<file path="config.mk">
export PLATFORM = sky130hd
export DESIGN_NAME = button_click_detector_core
export DESIGN_NICKNAME = d
export VERILOG_FILES = /design/src/bcd_pkg.sv /design/src/bcd_input_stage.sv /design/src/bcd_fsm.sv /design/src/bcd_output_stage.sv /design/src/button_click_detector_core.sv
export SDC_FILE = /design/constraint.sdc
export NUM_CORES = 1
export LEC_CHECK = 0
export BUFFER_PORTS_ARGS = -buffer_cell sky130_fd_sc_hd__buf_2
export CELL_PAD_IN_SITES_DETAIL_PLACEMENT = 2
export CELL_PAD_IN_SITES_GLOBAL_PLACEMENT = 2
export CORE_MARGIN = 3
export CORE_UTILIZATION = 42
export DETAILED_ROUTE_END_ITERATION = 7
export GPL_TIMING_DRIVEN = 0
export PLACE_DENSITY = 0.91
export SKIP_LAST_GASP = 1
export SYNTH_ARGS = -nofsm -noshare
export SYNTH_HDL_FRONTEND = slang
export SYNTH_SLANG_ARGS = --single-unit
</file>
<file path="constraint.sdc">
create_clock -name clk_i -period 9.15 [get_ports clk_i]
set_clock_uncertainty 0.05 [all_clocks]
set_input_delay 0.4575 -clock clk_i [delete_from_list [all_inputs] [get_ports clk_i]]
set_output_delay 0.4575 -clock clk_i [all_outputs]
set_load 0.01 [all_outputs]
</file>
<file path="src/bcd_pkg.sv">
// ----------------------------------------------------------------------------
// bcd_pkg
// Shared types and constants of the button click detector.
// ----------------------------------------------------------------------------
package bcd_pkg;

  localparam int unsigned TickW = 16;
  localparam int unsigned DebW  = 3;
  localparam int unsigned EvW   = 3;
  localparam int unsigned RepW  = 3;
  localparam int unsigned CfgIdxW  = 2;
  localparam int unsigned CfgDataW = 16;

  localparam logic [TickW-1:0] TickMax = {TickW{1'b1}};
  localparam logic [RepW-1:0]  RepMax  = {RepW{1'b1}};

  typedef enum logic [EvW-1:0] {
    EV_NONE   = 3'd0,
    EV_DOWN   = 3'd1,
    EV_UP     = 3'd2,
    EV_REPEAT = 3'd3,
    EV_SINGLE = 3'd4,
    EV_DOUBLE = 3'd5,
    EV_LSTART = 3'd6,
    EV_LHOLD  = 3'd7
  } event_e;

  typedef enum logic [CfgIdxW-1:0] {
    REG_DEBOUNCE = 2'd0,
    REG_SHORT    = 2'd1,
    REG_LONG     = 2'd2,
    REG_ACTIVE   = 2'd3
  } cfg_reg_e;

  localparam logic [DebW-1:0]  DebounceReset = 3'd3;
  localparam logic [TickW-1:0] ShortReset    = 16'd60;
  localparam logic [TickW-1:0] LongReset     = 16'd200;
  localparam logic             ActiveReset   = 1'b0;

  typedef struct packed {
    logic [DebW-1:0]  deb_limit;
    logic [TickW-1:0] short_limit;
    logic [TickW-1:0] long_limit;
    logic             press_level;
  } cfg_t;

  typedef struct packed {
    event_e event_code;
    logic   down_fired;
    logic   up_fired;
    logic   repeat_fired;
    logic   single_fired;
    logic   double_fired;
    logic   long_start_fired;
    logic   long_hold_fired;
    logic   toggle_request;
    logic   stable_level;
  } result_t;

endpackage

</file>
<file path="src/bcd_input_stage.sv">
// ----------------------------------------------------------------------------
// bcd_input_stage
// Input register holding one sampled pin level until the step logic takes it.
// ----------------------------------------------------------------------------
module bcd_input_stage (
  input  logic clk_i,
  input  logic rst_ni,
  input  logic in_valid_i,
  output logic in_ready_o,
  input  logic pin_level_i,
  input  logic advance_i,
  output logic valid_o,
  output logic level_o
);

  logic valid_q, valid_d;
  logic level_q, level_d;
  logic take;

  assign in_ready_o = !valid_q || advance_i;
  assign take       = in_valid_i && in_ready_o;

  always_comb begin
    valid_d = valid_q;
    level_d = level_q;
    if (take) begin
      valid_d = 1'b1;
      level_d = pin_level_i;
    end else if (advance_i) begin
      valid_d = 1'b0;
    end
  end

  always_ff @(posedge clk_i or negedge rst_ni) begin
    if (!rst_ni) begin
      valid_q <= 1'b0;
    end else begin
      valid_q <= valid_d;
    end
  end

  always_ff @(posedge clk_i) begin
    level_q <= level_d;
  end

  assign valid_o = valid_q;
  assign level_o = level_q;

endmodule

</file>
<file path="src/bcd_fsm.sv">
// ----------------------------------------------------------------------------
// bcd_fsm
// Debounce counter and click phase machine, one tick per enabled cycle.
// ----------------------------------------------------------------------------
module bcd_fsm (
  input  logic             clk_i,
  input  logic             rst_ni,
  input  logic             step_i,
  input  logic             level_i,
  input  bcd_pkg::cfg_t    cfg_i,
  output bcd_pkg::result_t result_o
);

  typedef enum logic [2:0] {
    PH_IDLE     = 3'd0,
    PH_HELD     = 3'd1,
    PH_RELEASED = 3'd2,
    PH_AGAIN    = 3'd3,
    PH_LONG     = 3'd5
  } phase_e;

  phase_e                        phase_q, phase_d;
  logic [bcd_pkg::TickW-1:0]     tick_q, tick_d, tick_inc;
  logic [bcd_pkg::RepW-1:0]      rep_q, rep_d, rep_inc;
  logic [bcd_pkg::DebW-1:0]      deb_cnt_q, deb_cnt_d, deb_cnt_inc;
  logic                          deb_lvl_q, deb_lvl_d;
  bcd_pkg::event_e               last_q, last_d;
  logic                          pressed;
  logic f_down, f_up, f_rep, f_single, f_double, f_lstart, f_lhold;

  always_comb begin
    tick_inc = tick_q;
    if (phase_q != PH_IDLE && tick_q != bcd_pkg::TickMax) begin
      tick_inc = tick_q + 1'b1;
    end
    rep_inc     = (rep_q != bcd_pkg::RepMax) ? rep_q + 1'b1 : rep_q;
    deb_cnt_inc = deb_cnt_q + 1'b1;

    deb_lvl_d = deb_lvl_q;
    deb_cnt_d = '0;
    if (level_i != deb_lvl_q) begin
      if (deb_cnt_inc >= cfg_i.deb_limit) begin
        deb_lvl_d = level_i;
      end else begin
        deb_cnt_d = deb_cnt_inc;
      end
    end
    pressed = (deb_lvl_d == cfg_i.press_level);

    phase_d  = phase_q;
    tick_d   = tick_inc;
    rep_d    = rep_q;
    last_d   = last_q;
    f_down   = 1'b0;
    f_up     = 1'b0;
    f_rep    = 1'b0;
    f_single = 1'b0;
    f_double = 1'b0;
    f_lstart = 1'b0;
    f_lhold  = 1'b0;

    unique case (phase_q)
      PH_IDLE: begin
        if (pressed) begin
          last_d  = bcd_pkg::EV_DOWN;
          f_down  = 1'b1;
          tick_d  = '0;
          rep_d   = {{(bcd_pkg::RepW-1){1'b0}}, 1'b1};
          phase_d = PH_HELD;
        end else begin
          last_d = bcd_pkg::EV_NONE;
        end
      end
      PH_HELD: begin
        if (!pressed) begin
          last_d  = bcd_pkg::EV_UP;
          f_up    = 1'b1;
          tick_d  = '0;
          phase_d = PH_RELEASED;
        end else if (tick_inc > cfg_i.long_limit) begin
          last_d   = bcd_pkg::EV_LSTART;
          f_lstart = 1'b1;
          phase_d  = PH_LONG;
        end
      end
      PH_RELEASED: begin
        if (pressed) begin
          last_d   = bcd_pkg::EV_DOWN;
          f_down   = 1'b1;
          rep_d    = rep_inc;
          f_double = (rep_inc == bcd_pkg::RepW'(2));
          f_rep    = 1'b1;
          tick_d   = '0;
          phase_d  = PH_AGAIN;
        end else if (tick_inc > cfg_i.short_limit) begin
          if (rep_q == bcd_pkg::RepW'(1)) begin
            last_d   = bcd_pkg::EV_SINGLE;
            f_single = 1'b1;
          end else if (rep_q == bcd_pkg::RepW'(2)) begin
            last_d = bcd_pkg::EV_DOUBLE;
          end
          phase_d = PH_IDLE;
        end
      end
      PH_AGAIN: begin
        if (!pressed) begin
          last_d = bcd_pkg::EV_UP;
          f_up   = 1'b1;
          if (tick_inc < cfg_i.short_limit) begin
            tick_d  = '0;
            phase_d = PH_RELEASED;
          end else begin
            phase_d = PH_IDLE;
          end
        end
      end
      PH_LONG: begin
        if (pressed) begin
          last_d  = bcd_pkg::EV_LHOLD;
          f_lhold = 1'b1;
        end else begin
          last_d  = bcd_pkg::EV_UP;
          f_up    = 1'b1;
          phase_d = PH_IDLE;
        end
      end
      default: begin
      end
    endcase
  end

  always_ff @(posedge clk_i or negedge rst_ni) begin
    if (!rst_ni) begin
      phase_q   <= PH_IDLE;
      tick_q    <= '0;
      rep_q     <= '0;
      deb_cnt_q <= '0;
      deb_lvl_q <= 1'b0;
      last_q    <= bcd_pkg::EV_NONE;
    end else if (step_i) begin
      phase_q   <= phase_d;
      tick_q    <= tick_d;
      rep_q     <= rep_d;
      deb_cnt_q <= deb_cnt_d;
      deb_lvl_q <= deb_lvl_d;
      last_q    <= last_d;
    end
  end

  assign result_o.event_code       = last_d;
  assign result_o.down_fired       = f_down;
  assign result_o.up_fired         = f_up;
  assign result_o.repeat_fired     = f_rep;
  assign result_o.single_fired     = f_single;
  assign result_o.double_fired     = f_double;
  assign result_o.long_start_fired = f_lstart;
  assign result_o.long_hold_fired  = f_lhold;
  assign result_o.toggle_request   = f_single || f_double;
  assign result_o.stable_level     = deb_lvl_d;

endmodule

</file>
<file path="src/bcd_output_stage.sv">
// ----------------------------------------------------------------------------
// bcd_output_stage
// Result register with valid and ready toward the consumer.
// ----------------------------------------------------------------------------
module bcd_output_stage (
  input  logic             clk_i,
  input  logic             rst_ni,
  input  logic             load_i,
  input  bcd_pkg::result_t result_i,
  output logic             space_o,
  output logic             out_valid_o,
  input  logic             out_ready_i,
  output bcd_pkg::result_t result_o
);

  logic             valid_q, valid_d;
  bcd_pkg::result_t result_q;

  assign space_o = !valid_q || out_ready_i;

  always_comb begin
    valid_d = valid_q;
    if (load_i) begin
      valid_d = 1'b1;
    end else if (out_ready_i) begin
      valid_d = 1'b0;
    end
  end

  always_ff @(posedge clk_i or negedge rst_ni) begin
    if (!rst_ni) begin
      valid_q <= 1'b0;
    end else begin
      valid_q <= valid_d;
    end
  end

  always_ff @(posedge clk_i) begin
    if (load_i) begin
      result_q <= result_i;
    end
  end

  assign out_valid_o = valid_q;
  assign result_o    = result_q;

endmodule

</file>
<file path="src/button_click_detector_core.sv">
// ----------------------------------------------------------------------------
// button_click_detector_core
// Debounced button click detector: one pin level tick in, one event item out.
// ----------------------------------------------------------------------------
// path: a tick item waits in the input register until the result register has
// space, then its result is registered there; throughput: one item per cycle
// while out_ready_i holds, set by the state update between the two registers
// reset: clears phase, counters, debounced level and latched event, and
// loads the configuration registers with their default values
module button_click_detector_core (
  input  logic                          clk_i,
  input  logic                          rst_ni,
  input  logic                          cfg_valid_i,
  output logic                          cfg_ready_o,
  input  logic [bcd_pkg::CfgIdxW-1:0]   cfg_index_i,
  input  logic [bcd_pkg::CfgDataW-1:0]  cfg_data_i,
  input  logic                          in_valid_i,
  output logic                          in_ready_o,
  input  logic                          pin_level_i,
  output logic                          out_valid_o,
  input  logic                          out_ready_i,
  output logic [bcd_pkg::EvW-1:0]       event_code_o,
  output logic                          down_fired_o,
  output logic                          up_fired_o,
  output logic                          repeat_fired_o,
  output logic                          single_fired_o,
  output logic                          double_fired_o,
  output logic                          long_start_fired_o,
  output logic                          long_hold_fired_o,
  output logic                          toggle_request_o,
  output logic                          stable_level_o
);

  bcd_pkg::cfg_t    cfg_q;
  bcd_pkg::result_t step_res;
  bcd_pkg::result_t out_res;
  logic             stage_valid;
  logic             stage_level;
  logic             out_space;
  logic             advance;

  assign cfg_ready_o = 1'b1;

  always_ff @(posedge clk_i or negedge rst_ni) begin
    if (!rst_ni) begin
      cfg_q.deb_limit   <= bcd_pkg::DebounceReset;
      cfg_q.short_limit <= bcd_pkg::ShortReset;
      cfg_q.long_limit  <= bcd_pkg::LongReset;
      cfg_q.press_level <= bcd_pkg::ActiveReset;
    end else if (cfg_valid_i) begin
      unique case (bcd_pkg::cfg_reg_e'(cfg_index_i))
        bcd_pkg::REG_DEBOUNCE: cfg_q.deb_limit   <= cfg_data_i[bcd_pkg::DebW-1:0];
        bcd_pkg::REG_SHORT:    cfg_q.short_limit <= cfg_data_i[bcd_pkg::TickW-1:0];
        bcd_pkg::REG_LONG:     cfg_q.long_limit  <= cfg_data_i[bcd_pkg::TickW-1:0];
        bcd_pkg::REG_ACTIVE:   cfg_q.press_level <= cfg_data_i[0];
        default: begin
        end
      endcase
    end
  end

  assign advance = stage_valid && out_space;

  bcd_input_stage u_in (
    .clk_i       (clk_i),
    .rst_ni      (rst_ni),
    .in_valid_i  (in_valid_i),
    .in_ready_o  (in_ready_o),
    .pin_level_i (pin_level_i),
    .advance_i   (advance),
    .valid_o     (stage_valid),
    .level_o     (stage_level)
  );

  bcd_fsm u_fsm (
    .clk_i    (clk_i),
    .rst_ni   (rst_ni),
    .step_i   (advance),
    .level_i  (stage_level),
    .cfg_i    (cfg_q),
    .result_o (step_res)
  );

  bcd_output_stage u_out (
    .clk_i       (clk_i),
    .rst_ni      (rst_ni),
    .load_i      (advance),
    .result_i    (step_res),
    .space_o     (out_space),
    .out_valid_o (out_valid_o),
    .out_ready_i (out_ready_i),
    .result_o    (out_res)
  );

  assign event_code_o       = out_res.event_code;
  assign down_fired_o       = out_res.down_fired;
  assign up_fired_o         = out_res.up_fired;
  assign repeat_fired_o     = out_res.repeat_fired;
  assign single_fired_o     = out_res.single_fired;
  assign double_fired_o     = out_res.double_fired;
  assign long_start_fired_o = out_res.long_start_fired;
  assign long_hold_fired_o  = out_res.long_hold_fired;
  assign toggle_request_o   = out_res.toggle_request;
  assign stable_level_o     = out_res.stable_level;

endmodule

</file>
==> results.yml, run 1 <==
outcome:
  status: "finished, final reports clean"
global_route:
  overflow: 0
  grt_pass1_wl_um: 25470
  grt_util_all_layers: 0.2605
  grt_pass1_vias: 4634
  antenna_found_initial: 0
  grt_max_degree: 68
logic_synthesis:
  netlist-cell-type-count: 56
  yosysWarnings: 0
  avgSynthCellArea_um2: 10.13
  yosysSeqAreaShare: 0.4345
  ys.flop_type: "dfrtp_1"
  ys_seq_elements: 80
  synth_cells: 472
  async_flop_share: 0.8375
  synth_area_mm2: 0.004783
  syn-num-nets: 537
  synth_edf_count: 13
layout:
  syn2layout_area_growth_pct: 12.84
  stdcell_area_mm2: 0.005398
  drive_gt1_frac: 0.1924
  layout_commonest_cell: "dfrtp_1"
  nNetsFinal: 585
  n_antenna_cell: 0
  final_util: 0.4915
  fillCellCount: 1132
  final_cell_mix: "dfrtp_1, inv_1, ha_1"
floorplan:
  fp-row-count: 38
  coreArea_mm2: 0.01098
  die_w_um: 112.7
  die_h_um: 112.7
  pin_count: 39
  die_area_mm2: 0.01271
  start_util: 0.4355
placement:
  port_buffers: 37
  pre_cts_slack_ns: 4.283
  dp_hpwl_um: 11270
  place_area_mm2: 0.005146
  gp_congestion: 0.8203
setup_path:
  path_cells: "nand2_1 -> nor3_1 -> a31oi_1 -> and3_1 -> and2_1 -> xnor2_1 -> inv_1 -> ha_1 -> o211ai_1 -> a2111oi_4 -> nor3_4 -> nor4_1 -> o41a_1 -> a22oi_1"
  crit_arrival_ns: 5.10
  slowest_stage: "nor4_1"
  reg2reg_setup_slack_ns: 4.09
  path_max_fanout: 7
  cp-endpoint: "u_out.result_o[10]"
  cp.depth: 14
  slowest_delay_ns: 0.53
  rr_endpoint: "u_out.result_o[10]"
  criticalPathCategory: "register to register"
  r2r_start: "u_fsm.tick_q[10]"
  end_kind: "register"
  critical-path-top-delay-family: "simple AND/OR/NAND/NOR gates"
  crit_path_start_kind: "register"
  r2r_cells: 14
  worstSetupStartpoint: "u_fsm.tick_q[10]"
  path_buf_inv: 1
  cp.required_ns: 9.19
clock_tree:
  cts-root-buf: "clkbuf_16"
  clk_pin_slew_ns: 0.06
  clockBufferDepth: 2
  post_cts_resized: 0
  cts_sinks: 80
  cts_htree_levels: 3
  cts_hold_buf: 0
  cts_tree: "yes"
  numCtsBuffers: 9
  clk_latency_ns: 0.36
  postCtsSetupBuffers: 0
sta:
  tns_ns: 0
  whs_ns: 0.1961
  max_slew_margin: 0.1361
  final_max_slew_viol_count: 0
  max_freq_ghz: 0.1975
  tightest_slew_ns: 1.296
  finalCritPeriodShare: 0.5533
  fin_ws_ns: 4.087
  timing.final.crit_period_ns: 5.063
  grt_setup_unrepaired: "false"
  setup_violations: 0
  hold_viol: 0
detailed_routing:
  drtPass1Iterations: 4
  drt-wirelength-per-cell_um: 23.46
  drc_errors: 0
  num_vias: 3902
  viasPerCell: 5.868
  routed_wl_um: 15600
  drt_iter0_markers: 297
  antenna_left: 0
pwr:
  ir_worst_vdd_mv: 0.1478
  power_density_mw_per_mm2: 292.7
  p_leak_nw: 2.529
worst_hold_path:
  hold_class: "input port to asynchronous set/reset pin"
job:
  max-cap-violations: 0
[cell usage after synthesis (3+ instances only)]
master / instances / area [um^2]
a31oi_1: 5 / 31.28
nor3_1: 14 / 70.07
a21o_1: 10 / 75.07
and2_1: 5 / 31.28
nor4_1: 4 / 25.02
o21ai_1: 6 / 30.03
nand3b_1: 3 / 22.52
a22oi_1: 4 / 30.03
nand4_1: 11 / 68.82
xnor2_1: 8 / 70.07
a211oi_1: 3 / 22.52
a21oi_1: 18 / 90.09
a22o_1: 9 / 78.83
ha_1: 41 / 513.0
or3_1: 4 / 25.02
clkbuf_1: 11 / 41.29
and3_1: 6 / 37.54
a221o_1: 3 / 30.03
xor2_1: 8 / 70.07
inv_1: 48 / 180.2
o21ai_0: 18 / 90.09
nand3_1: 6 / 30.03
nand2b_1: 3 / 18.77
mux2_2: 35 / 394.1
nor2b_1: 8 / 50.05
nor2_1: 27 / 101.4
edfxtp_1: 13 / 390.4
o31ai_1: 4 / 30.03
nand2_1: 39 / 146.4
dfrtp_1: 58 / 1451
dfstp_2: 9 / 236.5
[area by class of cell]
| class | count | area, um^2 | share of cell area |
|---|---|---|---|
| Buffer | 14 | 67.56 | 0.01252 |
| Clock buffer | 14 | 244.0 | 0.04520 |
| Clock inverter | 2 | 7.507 | 0.001391 |
| Inverter | 48 | 180.2 | 0.03338 |
| Multi-Input combinational cell | 330 | 2457 | 0.4553 |
| Sequential cell | 80 | 2078 | 0.3850 |
| Tap cell | 140 | 175.2 | 0.03245 |
| Timing Repair Buffer | 37 | 187.7 | 0.03477 |
[power breakdown]
group	switching, mW	internal (mW)	total, mW
combinational	0.459	0.260	0.719
clock	0.144	0.183	0.327
sequential	0.0742	0.460	0.534
total	0.677	0.902	1.58
[routing by layer]
metal,track usage,up-vias,part of all wire,wire (um)
li1,-,1779,-,-
met1,0.3083,2010,0.41,6392
met2,0.4652,72,0.53,8234
met3,0.03583,41,0.025,394
met4,0.1234,0,0.037,578
met5,0,-,0,0
[worst reg2reg max path, stage by stage, from the launching register on]
cell and delay [ns]:
dfrtp_1 0.51, nand2_1 0.16, nor3_1 0.50, a31oi_1 0.38
and3_1 0.33, and2_1 0.17, xnor2_1 0.40, inv_1 0.16
ha_1 0.38, o211ai_1 0.21, a2111oi_4 0.50, nor3_4 0.13
nor4_1 0.53, o41a_1 0.27, a22oi_1 0.10
[per-stage QoR]
step	cells	power, mW
2_1_floorplan	472	0.9719
3_3_place_gp	649	1.129
3_5_place_dp	649	1.221
4_1_cts	665	1.577
5_1_grt	665	1.687
6_report	665	1.580
[sequential cells by signal (all words and copies together), names as in the netlist]
signal             count
u_fsm.deb_cnt_q        3
u_fsm.tick_q          16
cfg_q                 36
u_out.result_o        12
u_fsm.rep_q            3
u_in.valid_o           1
u_in.level_o           1
u_fsm.phase_q          3
u_fsm.deb_lvl_q        1
u_fsm.last_q           3
u_out.out_valid_o      1
[worst min path at each step]
stage | slack, ns | from | depth (start not counted) | endpoint
floorplan | 0.11 | rst_ni | 0 | cfg_q[0]
global placement | 0.42 | u_fsm.deb_cnt_q[1] | 2 | u_fsm.deb_cnt_q[1]
detailed placement | 0.44 | u_in.valid_o | 1 | u_out.out_valid_o
CTS | 0.23 | rst_ni | 1 | u_fsm.tick_q[7]
global route | 0.25 | pin_level_i | 1 | u_in.level_o
finish | 0.20 | rst_ni | 1 | cfg_q[9]
[kinds of logic (layout without fill, tap and decap cells)]
family,after synthesis,count (layout),share of synthesized area
multiplexers,37,37,0.08658
other,1,1,0.0007840
AND/OR/NAND/NOR,136,136,0.1428
AO/OA/AOI/OAI,99,99,0.1470
buffers and inverters,62,115,0.05179
XOR/XNOR,16,16,0.02930
flip-flops,80,80,0.4345
adder cells (fa/ha/maj),41,41,0.1072
(Power assumes the default switching activity.)
==> inputs of run 2 (changes only) <==
--- a/config.mk
+++ b/config.mk
@@ -5,14 +5,15 @@
 export SDC_FILE = /design/constraint.sdc
 export NUM_CORES = 1
 export LEC_CHECK = 0
+export ABC_AREA = 1
 export BUFFER_PORTS_ARGS = -buffer_cell sky130_fd_sc_hd__buf_2
 export CELL_PAD_IN_SITES_DETAIL_PLACEMENT = 2
 export CELL_PAD_IN_SITES_GLOBAL_PLACEMENT = 2
 export CORE_MARGIN = 3
-export CORE_UTILIZATION = 42
+export CORE_UTILIZATION = 32
 export DETAILED_ROUTE_END_ITERATION = 7
 export GPL_TIMING_DRIVEN = 0
-export PLACE_DENSITY = 0.91
+export PLACE_DENSITY = 0.82
 export SKIP_LAST_GASP = 1
 export SYNTH_ARGS = -nofsm -noshare
 export SYNTH_HDL_FRONTEND = slang
==> constraint.sdc (replaced) <==
create_clock -name clk_i -period 4.4 [get_ports clk_i]
set_clock_uncertainty 0.05 [all_clocks]
set_input_delay 0.22 -clock clk_i [delete_from_list [all_inputs] [get_ports clk_i]]
set_output_delay 0.22 -clock clk_i [all_outputs]
set_load 0.01 [all_outputs]
==> results.yml, run 2 <==
floorplan:
  pin_count: 39
  die_h_um: 130.7
  start_util: 0.3346
  fp-row-count: 44
  die_area_mm2: 0.01707
  die_w_um: 130.7
  coreArea_mm2: 0.01486
layout:
  nNetsFinal: 764
  n_antenna_cell: 0
  multi_input_area_mm2: 0.002396
  seqCellArea_mm2: 0.002078
  largest_reg_flops: 36
  drive_gt1_frac: 0.1236
  final_cell_mix: "nand2_1, inv_1, dfrtp_1"
  fin_cells: 888
  layout_commonest_cell: "nand2_1"
  stdcell_area_mm2: 0.005757
  largest_register: "cfg_q"
  fillCellCount: 1738
  syn2layout_area_growth_pct: 15.75
logic_synthesis:
  synth_edf_count: 13
  synth_cells: 648
  yosysTopAreaCellShare: 0.2918
  yosysTopAreaCell: "dfrtp_1"
  ys_seq_elements: 80
  synth_most_common_cell: "nand2_1"
  async_flop_share: 0.8375
  yosysWarnings: 0
  avgSynthCellArea_um2: 7.675
  syn-num-nets: 713
  netlist-cell-type-count: 36
  yosysSeqAreaShare: 0.4179
  ys.flop_type: "dfrtp_1"
  synth_area_leaders: "dfrtp_1, nand2_1, ha_1"
  synth_area_mm2: 0.004974
  synth_common_cells: "nand2_1, inv_1, dfrtp_1"
setup_path:
  crit_top_cell: "nand2_1"
  path_buf_inv: 3
  path_max_fanout: 10
  criticalPathCategory: "register to register"
  slowest_stage: "dfrtp_1"
  slowest_delay_ns: 0.41
  end_kind: "register"
  path_cells: "ha_1 -> nand3_1 -> nor2_1 -> nand3_1 -> nand2_1 -> buf_4 -> nor2_1 -> nand3_1 -> xor2_1 -> inv_1 -> ha_1 -> nand2_1 -> nor3_2 -> nand2_1 -> nand2_1 -> nand2_1 -> nand2_1 -> o21ai_0 -> inv_1 -> nand2_1 -> nand2_1 -> nand2_1"
  crit_arrival_ns: 4.13
  critical-path-top-delay-family: "simple AND/OR/NAND/NOR gates"
  crit_path_start_kind: "register"
  reg2reg_setup_slack_ns: 0.46
  cp.required_ns: 4.58
outcome:
  status: "finished, final reports clean"
detailed_routing:
  drt-wirelength-per-cell_um: 16.79
  num_vias: 4393
  viasPerCell: 4.947
  routed_wl_um: 14910
  drc_errors: 0
  drt_iter0_markers: 103
  antenna_left: 0
  drtPass1Iterations: 4
clock_tree:
  numCtsBuffers: 9
  cts_tree: "yes"
  clk_latency_ns: 0.35
  cts-root-buf: "clkbuf_16"
  clk_pin_slew_ns: 0.06
  clockBufferDepth: 2
  cts_htree_levels: 3
  cts_sinks: 80
global_route:
  grt_util_all_layers: 0.1883
  grt_pass1_vias: 5045
  grt_pass1_wl_um: 25160
  grt_max_degree: 66
  antenna_found_initial: 0
  overflow: 0
sta:
  grt_setup_unrepaired: "false"
  tns_ns: 0
  max_freq_ghz: 0.2537
  timing.final.crit_period_ns: 3.942
  setup_violations: 0
  fin_ws_ns: 0.4576
  hold_viol: 0
  tightest_slew_ns: 0.6651
  whs_ns: 0.04960
  finalCritPeriodShare: 0.8960
  max_slew_margin: 0.5561
  final_max_slew_viol_count: 0
placement:
  gp_congestion: 0.8324
  port_buffers: 37
  place_area_mm2: 0.005419
  dp.cells: 870
  pre_cts_slack_ns: 0.4235
  dp_hpwl_um: 11490
job:
  max-cap-violations: 0
pwr:
  p_leak_nw: 3.047
  power_density_mw_per_mm2: 590.5
  ir_worst_vdd_mv: 0.2020
worst_hold_path:
  hold_class: "input port to register"
==> run 2: path summary, 6_finish.rpt <==
| path | start | endpoint | depth (start not counted) |
|---|---|---|---|
| max in group asynchronous | rst_ni | cfg_q[34] | 3 |
| min | in_valid_i | u_in.valid_o | 3 |
| max reg2reg | u_fsm.tick_q[0] | u_fsm.phase_q[1] | 22 |
| min reg2reg | cfg_q[11] | cfg_q[11] | 2 |
| max | u_fsm.tick_q[0] | u_fsm.phase_q[1] | 22 |
| min in group asynchronous | rst_ni | u_fsm.last_q[1] | 2 |
==> run 2: metal layers <==
metal / part of all wire / up-vias / global-route usage
li1: - / 2134 / -
met3: 0.020 / 26 / 0.02398
met4: 0.023 / 0 / 0.07078
met2: 0.53 / 54 / 0.3440
met1: 0.43 / 2179 / 0.2248
met5: 0 / - / 0
==> run 2: cell type report <==
cell class	count	area share
plain buffers	14	0.01195
clock inverters	2	0.006520
multi-input cells	438	0.4162
repair buffers	40	0.04086
clock buffers	14	0.04782
well taps	184	0.03999
inverters	116	0.07564
flip-flops and latches	80	0.3610
==> run 2: metrics by stage <==
| step | power (mW) | utilization |
|---|---|---|
| finish | 3.399 | 0.3873 |
| CTS | 3.454 | 0.3870 |
| global placement | 2.462 | 0.3625 |
| floorplan | 2.107 | - |
| detailed placement | 2.595 | 0.3646 |
| global route | 3.725 | 0.3873 |
==> run 2: cell families after synthesis <==
kind of cell | Yosys count | share of synthesized area
fa+ha+maj | 41 | 0.1031
other cells | 1 | 0.0007540
simple gates | 295 | 0.2513
xor+xnor | 17 | 0.02994
flops | 80 | 0.4179
compound gates | 84 | 0.09560
buf+inv | 130 | 0.1014
==> run 2: where the power goes <==
group          switching, mW  total, mW  internal, mW
Clock                  0.313      0.804         0.491
Combinational           1.03       1.54         0.505
Sequential             0.118       1.06         0.941
Total                   1.46       3.40          1.94
==> run 2: repair_timing <==
action                     CTS  global route
hold buffers                 2             0
buffers inserted             0             0
hold endpoints to repair    59             0
setup endpoints to repair    0             3
gates resized for setup      0             1
==> run 2: worst min-delay path, delay by kind of cell <==
kind,cells,cell delay (ns)
buffers and inverters,1,0.07
AND/OR/NAND/NOR,2,0.12
